==> config.mk <==
export PLATFORM = sky130hd
export DESIGN_NAME = tlm_ctrl
export DESIGN_NICKNAME = d
export VERILOG_FILES = /design/src/sv/task_load_monitor_core_defines.svh /design/src/sv/tlm_pkg.sv /design/src/sv/tlm_ctrl.sv
export SDC_FILE = /design/constraint.sdc
export NUM_CORES = 1
export LEC_CHECK = 0
export ABC_AREA = 1
export BUFFER_PORTS_ARGS = -buffer_cell sky130_fd_sc_hd__buf_2
export CAP_MARGIN = 30
export CORE_AREA = 2 2 39 41
export CTS_BUF_LIST = sky130_fd_sc_hd__clkbuf_2 sky130_fd_sc_hd__clkbuf_4 sky130_fd_sc_hd__clkbuf_8
export CTS_CLUSTER_SIZE = 20
export DETAILED_ROUTE_END_ITERATION = 16
export DIE_AREA = 0 0 41 43
export PLACE_DENSITY = 0.75
export SLEW_MARGIN = 20
export SYNTH_ARGS = -nofsm -noshare
export SYNTH_HDL_FRONTEND = slang
export SYNTH_SLANG_ARGS = --single-unit
==> constraint.sdc <==
create_clock -name clk -period 1.33 [get_ports clk]
set_input_delay 0.266 -clock clk [delete_from_list [all_inputs] [get_ports clk]]
set_output_delay 0.266 -clock clk [all_outputs]
set_load 0.005 [all_outputs]
==> src/sv/task_load_monitor_core_defines.svh <==
// ---------------------------------------------------------------------------
// Assertion macros for the task load monitor
// ---------------------------------------------------------------------------
`ifndef TASK_LOAD_MONITOR_CORE_DEFINES_SVH
`define TASK_LOAD_MONITOR_CORE_DEFINES_SVH
`ifndef NO_ASSERTIONS
`define TLM_ASSERT_IMP(label, a, c) \
  label: assert property (@(posedge clk) disable iff (!rst_n) (a) |-> (c)) \
    else $error("assertion failed");
`define TLM_ASSERT_NXT(label, a, c) \
  label: assert property (@(posedge clk) disable iff (!rst_n) (a) |=> (c)) \
    else $error("assertion failed");
`else
`define TLM_ASSERT_IMP(label, a, c)
`define TLM_ASSERT_NXT(label, a, c)
`endif
`endif

==> src/sv/tlm_pkg.sv <==
// ---------------------------------------------------------------------------
// Task load monitor package
// Shared types, constants and controller/datapath interface.
// ---------------------------------------------------------------------------
package tlm_pkg;
  localparam int SLOTS = 16;
  localparam int HISTORY_DEPTH = 10;
  localparam int TIME_WIDTH = 32;
  localparam int SW = $clog2(SLOTS);
  localparam int HW = $clog2(HISTORY_DEPTH);
  localparam int HCW = $clog2(HISTORY_DEPTH + 1);
  localparam logic [9:0] LOAD_FULL = 10'd1000;
  localparam logic [19:0] AGE_LIMIT = 20'd999999;
  localparam logic [15:0] EMPTY_MARK = 16'hFFFF;
  localparam int QW = TIME_WIDTH + 10;

  typedef enum logic [2:0] {
    OP_ALLOC = 3'd0, OP_RELEASE = 3'd1, OP_ACCOUNT = 3'd2,
    OP_PERIOD = 3'd3, OP_QUERY = 3'd4, OP_FIND = 3'd5
  } op_t;

  typedef enum logic [1:0] {
    ST_OK = 2'd0, ST_FULL = 2'd1, ST_NOT_FOUND = 2'd2, ST_EMPTY = 2'd3
  } status_t;

  typedef struct packed {
    logic [2:0]  operation;
    logic [31:0] task_handle;
    logic [31:0] run_time;
    logic [31:0] total_time;
    logic [3:0]  slot_index;
  } in_item_t;

  typedef struct packed {
    logic [1:0]  status;
    logic [3:0]  slot;
    logic [9:0]  load_now;
    logic [9:0]  load_avg;
    logic [9:0]  load_max;
    logic [19:0] age;
  } out_item_t;

  typedef enum logic [3:0] {
    S_IDLE, S_DISPATCH, S_CLEAR, S_PSLOT, S_MUL, S_DIV, S_WB, S_PNEXT,
    S_QSUM, S_QDIV, S_DONE
  } state_t;

  typedef struct packed {
    logic load_in;
    logic do_alloc;
    logic do_release;
    logic do_account;
    logic clr_step;
    logic pslot_init;
    logic pslot_inc;
    logic mul_start;
    logic div_start;
    logic div_step;
    logic wb;
    logic ring_adv;
    logic q_init;
    logic q_step;
    logic qdiv_start;
    logic finish;
  } ctl_t;

  typedef struct packed {
    logic [2:0] op;
    logic       pslot_last;
    logic       pslot_upd;
    logic       div_done;
    logic       clr_done;
    logic       q_last;
    logic       alloc_ok;
    logic       query_ok;
  } sts_t;
endpackage

==> src/sv/tlm_ctrl.sv <==
// ---------------------------------------------------------------------------
// Task load monitor controller
// Sequences allocate clearing, period walk, division and query averaging.
// ---------------------------------------------------------------------------
module tlm_ctrl (
  input  logic          clk,
  input  logic          rst_n,
  input  logic          start,
  output logic          busy,
  output logic          done,
  output tlm_pkg::ctl_t ctl,
  input  tlm_pkg::sts_t sts
);
  import tlm_pkg::*;

  state_t state_r, state_nxt;

  always_ff @(posedge clk) begin
    if (!rst_n) state_r <= S_IDLE;
    else state_r <= state_nxt;
  end

  always_comb begin
    state_nxt = state_r;
    case (state_r)
      S_IDLE: if (start) state_nxt = S_DISPATCH;
      S_DISPATCH: begin
        case (sts.op)
          OP_ALLOC:  state_nxt = sts.alloc_ok ? S_CLEAR : S_DONE;
          OP_PERIOD: state_nxt = S_PSLOT;
          OP_QUERY:  state_nxt = sts.query_ok ? S_QSUM : S_DONE;
          default:   state_nxt = S_DONE;
        endcase
      end
      S_CLEAR: if (sts.clr_done) state_nxt = S_DONE;
      S_PSLOT: state_nxt = sts.pslot_upd ? S_MUL : S_PNEXT;
      S_MUL: state_nxt = S_DIV;
      S_DIV: if (sts.div_done) state_nxt = S_WB;
      S_WB: state_nxt = S_PNEXT;
      S_PNEXT: state_nxt = sts.pslot_last ? S_DONE : S_PSLOT;
      S_QSUM: if (sts.q_last) state_nxt = S_QDIV;
      S_QDIV: if (sts.div_done) state_nxt = S_DONE;
      S_DONE: state_nxt = S_IDLE;
      default: state_nxt = S_IDLE;
    endcase
  end

  always_comb begin
    ctl = '0;
    busy = (state_r != S_IDLE);
    done = (state_r == S_DONE);
    case (state_r)
      S_IDLE: ctl.load_in = start;
      S_DISPATCH: begin
        ctl.do_alloc = (sts.op == OP_ALLOC);
        ctl.do_release = (sts.op == OP_RELEASE);
        ctl.do_account = (sts.op == OP_ACCOUNT);
        ctl.pslot_init = (sts.op == OP_PERIOD);
        ctl.q_init = (sts.op == OP_QUERY);
      end
      S_CLEAR: ctl.clr_step = 1'b1;
      S_PSLOT: ctl.mul_start = sts.pslot_upd;
      S_MUL: ctl.div_start = 1'b1;
      S_DIV: ctl.div_step = 1'b1;
      S_WB: ctl.wb = 1'b1;
      S_PNEXT: begin
        ctl.pslot_inc = 1'b1;
        ctl.ring_adv = sts.pslot_last;
      end
      S_QSUM: begin
        ctl.q_step = 1'b1;
        ctl.qdiv_start = sts.q_last;
      end
      S_QDIV: ctl.div_step = 1'b1;
      S_DONE: ctl.finish = 1'b1;
      default: ;
    endcase
  end
endmodule

==> flow_summary.rst <==
.. list-table::
   :header-rows: 1

   * - Metric
     - Value
   * - Outcome
     - complete, but fails checks
   * - Violated checks
     - negative setup slack
   * - Initial core utilization
     - 0.385
   * - Detailed-route DRC error count
     - 0
   * - Root buffer cell
     - clkbuf_4
   * - CTS tree
     - built
   * - Maximum clock frequency
     - 0.697 GHz
   * - Largest registers
     - state_r x4
   * - Design Area, Final
     - 880 sq um
   * - Type of the most critical hold path
     - in -> reg
   * - Post-Route WL
     - 1590 um
   * - Fraction of final layout cells with drive strength greater than 1
     - 0.571
   * - Biggest fanout along the worst timing path
     - 6
   * - Gate count after technology mapping
     - 99
   * - Fraction of the mapped netlist area in compound gates
     - 0.101
   * - Share of cell area taken by muxes after synthesis
     - 0
   * - Largest net degree at the start of global routing
     - 7
   * - Estimated wirelength of the detail-placed design
     - 1170 um
   * - Library cells used by synthesis
     - 19
   * - Power density over cell area
     - 1560 mW/mm^2
   * - Simple-gate share of the synthesized area
     - 0.566
   * - Number of max-slew violations in the final report
     - 0
   * - Required arrival time at the worst endpoint
     - 1.06 ns
   * - Detail Route Antenna Nets
     - 0
   * - WP data arrival
     - 1.17 ns
   * - Number of standard-cell rows in the floorplan
     - 14
   * - Main combinational cell family by area after synthesis
     - simple AND/OR/NAND/NOR gates
   * - Part of the total power dissipated in sequential elements
     - 0.189
   * - Die height
     - 43 um
   * - Xor and xnor area share after synthesis
     - 0
   * - Layout-stage area growth over the synthesis result
     - 65.0%
   * - Leak pwr
     - 0.515 nW
   * - Kind of end point of the critical path
     - primary output
   * - Post-synthesis share of cell area spent on full adders, half adders and majority gates
     - 0
   * - Largest register by flop count
     - state_r
   * - Clock-pin transition on the worst setup and hold timing paths
     - 0.04 ns
   * - Final period demand of the worst path
     - 1.43 ns
   * - Setup CP Type
     - reg -> out
   * - Cell area after placement
     - 703 sq um
   * - Number of diodes
     - 0
   * - Drt via density
     - 4.67
   * - Initial DRC Count
     - 7
   * - Final count of negative-setup-slack endpoints
     - 16
   * - Flip-flop count of the largest register, all copies and words added
     - 4
   * - Fin crit share
     - 1.08
   * - Type of element launching the critical path
     - register
   * - Internal power of the cells
     - 0.678 mW
   * - Mean routed wirelength per cell
     - 10.2 um
   * - X dimension of the die
     - 41 um
   * - Total vias in the final route
     - 728
   * - Worst-skew pair later-pin latency
     - 0.23 ns
   * - Final hold viol count
     - 0
   * - Number of antenna violations at the first check in global routing
     - 0
   * - Global-route wire length before repair
     - 2510 um
   * - H-tree lvl count
     - 1
   * - Setup repair after global routing missed its margin
     - true
   * - Final-layout fill cell count
     - 135
   * - Number of warnings reported in the yosys synthesis log
     - 0
   * - Skew final
     - 0.000827 ns
   * - Number of search-and-repair iterations in the first detailed-routing pass
     - 4
   * - Synthesized area divided by synthesized cell count
     - 5.38 sq um
   * - # hold bufs at CTS
     - 0
   * - Synthesized netlist net count
     - 112
   * - Share of the core filled with cells in the final layout
     - 0.636
   * - Slew at the pin with the worst max-slew slack
     - 0.190 ns
   * - Via count of the first global-routing pass
     - 659
   * - Net load switching power
     - 0.690 mW
   * - Buffers from clock root to sink, at most
     - 2
   * - Area of the placeable core
     - 0.00138 sq mm
   * - FF+latch count, synth
     - 4
   * - Combinational share of power
     - 0.704
   * - Sequential-to-total area share from yosys stat
     - 0.150
   * - Largest voltage drop on the vdd net
     - 0.905 mV
   * - Fraction of power consumed by the clock network
     - 0.107
   * - Final weighted congestion of routability-driven global placement
     - 0.822
   * - # port buffers
     - 30
   * - CTS Buf Count
     - 3
   * - Number of maximum-capacitance constraint violations
     - 0
   * - Switching portion of total power
     - 0.504
   * - Post-route worst setup slack
     - -0.105 ns
   * - Overall die area
     - 0.00176 sq mm
   * - Count of boundary I/O pins
     - 31
   * - Combined area of all synthesized cells
     - 533 sq um
   * - Total congestion overflow after global routing
     - 0
   * - Post-layout net count
     - 155
   * - Worst slew margin
     - 0.872
   * - Setup TNS Final
     - -1.10 ns
   * - Total GRT Usage
     - 0.202
   * - Sink count of the clock tree
     - 4
==> cell usage in the layout, fill, tap and decap left out <==
cell type and instances:
o21ai_2 1, nor2_1 13, a21oi_1 2, nand4_1 1, buf_2 30, nand3_1 5
nand2_1 21, inv_2 7, nor2_2 4, nand3_2 3, nor2_4 6, inv_1 16
nor4_4 1, inv_4 1, nand2_4 1, dfxtp_4 4, nor4_2 2, buf_4 9
nor3_2 1, a21oi_2 3, o21ai_0 1, clkbuf_4 3, nand2_2 4, o21bai_1 1
==> per-stage QoR <==
| step | hold slack [ns] | worst slack (ns) | power, mW | cells |
|---|---|---|---|---|
| floorplan | 0.446 | 0.159 | 0.748 | 99 |
| global placement | 0.551 | 0.0788 | 0.959 | 145 |
| detailed placement | 0.554 | 0.0338 | 0.977 | 145 |
| CTS | 0.317 | -0.0869 | 1.29 | 154 |
| global route | 0.350 | -0.182 | 1.50 | 156 |
| finish | 0.329 | -0.105 | 1.37 | 156 |
==> final timing paths <==
check                   from         end  slack (ns)  cells after the start
hold reg to reg   state_r[0]  state_r[1]        0.63                      3
setup / recovery  state_r[0]      ctl[3]       -0.10                      5
hold / removal         rst_n  state_r[0]        0.33                      3
setup reg to reg  state_r[2]  state_r[3]        0.02                      7
==> Yosys cell counts (all sizes together) <==
| library cell | number | area [sq um] |
|---|---|---|
| nand4 | 1 | 6.26 |
| a21oi | 5 | 32.5 |
| nand2 | 26 | 105 |
| dfxtp | 4 | 80.1 |
| nor2 | 23 | 121 |
| o21ai | 2 | 13.8 |
| nand3 | 8 | 45.0 |
| inv | 24 | 90.1 |
| buf | 1 | 7.51 |
| nor4 | 3 | 18.8 |
| o21bai | 1 | 7.51 |
| nor3 | 1 | 5.00 |
==> power by group through the flow <==
stage / clock network [mW] / registers, mW / logic, mW
final: 0.147 / 0.258 / 0.963
after global placement: 0 / 0.222 / 0.737
after floorplan: 0 / 0.216 / 0.532
after detailed placement: 0 / 0.226 / 0.751
after CTS: 0.156 / 0.261 / 0.871
after global routing: 0.167 / 0.263 / 1.07
==> worst max-delay path: stages (launching register included) <==
cell     delay, ns
dfxtp_4       0.37
inv_4         0.04
nor2_4        0.13
nand2_4       0.10
nor3_2        0.16
buf_2         0.13
==> final cells by class <==
class	instances	area [sq um]	area share
clock buffers	3	22.5	0.0256
inverters	24	92.6	0.105
multi-input cells	70	432	0.491
flip-flops and latches	4	95.1	0.108
well taps	16	20.0	0.0228
repair buffers	39	218	0.248
==> per-layer routing <==
metal / vias to the layer above / track usage / routed length, um
li1: 383 / - / -
met1: 326 / 0.219 / 634
met2: 19 / 0.359 / 875
met3: 0 / 0.0366 / 81
met4: 0 / 0.0733 / 0
met5: - / 0 / 0
==> timing repair <==
| action | CTS | global route |
|---|---|---|
| setup endpoints to repair | 18 | 21 |
| buffers inserted | 6 | 2 |
| pin swaps | 3 | 6 |
| gates resized for setup | 20 | 9 |
==> cell families after synthesis <==
kind of cell    after synthesis
buf+inv                      25
simple gates                 62
flops                         4
compound gates                8
Note: power is estimated with default switching activity, not from simulation.
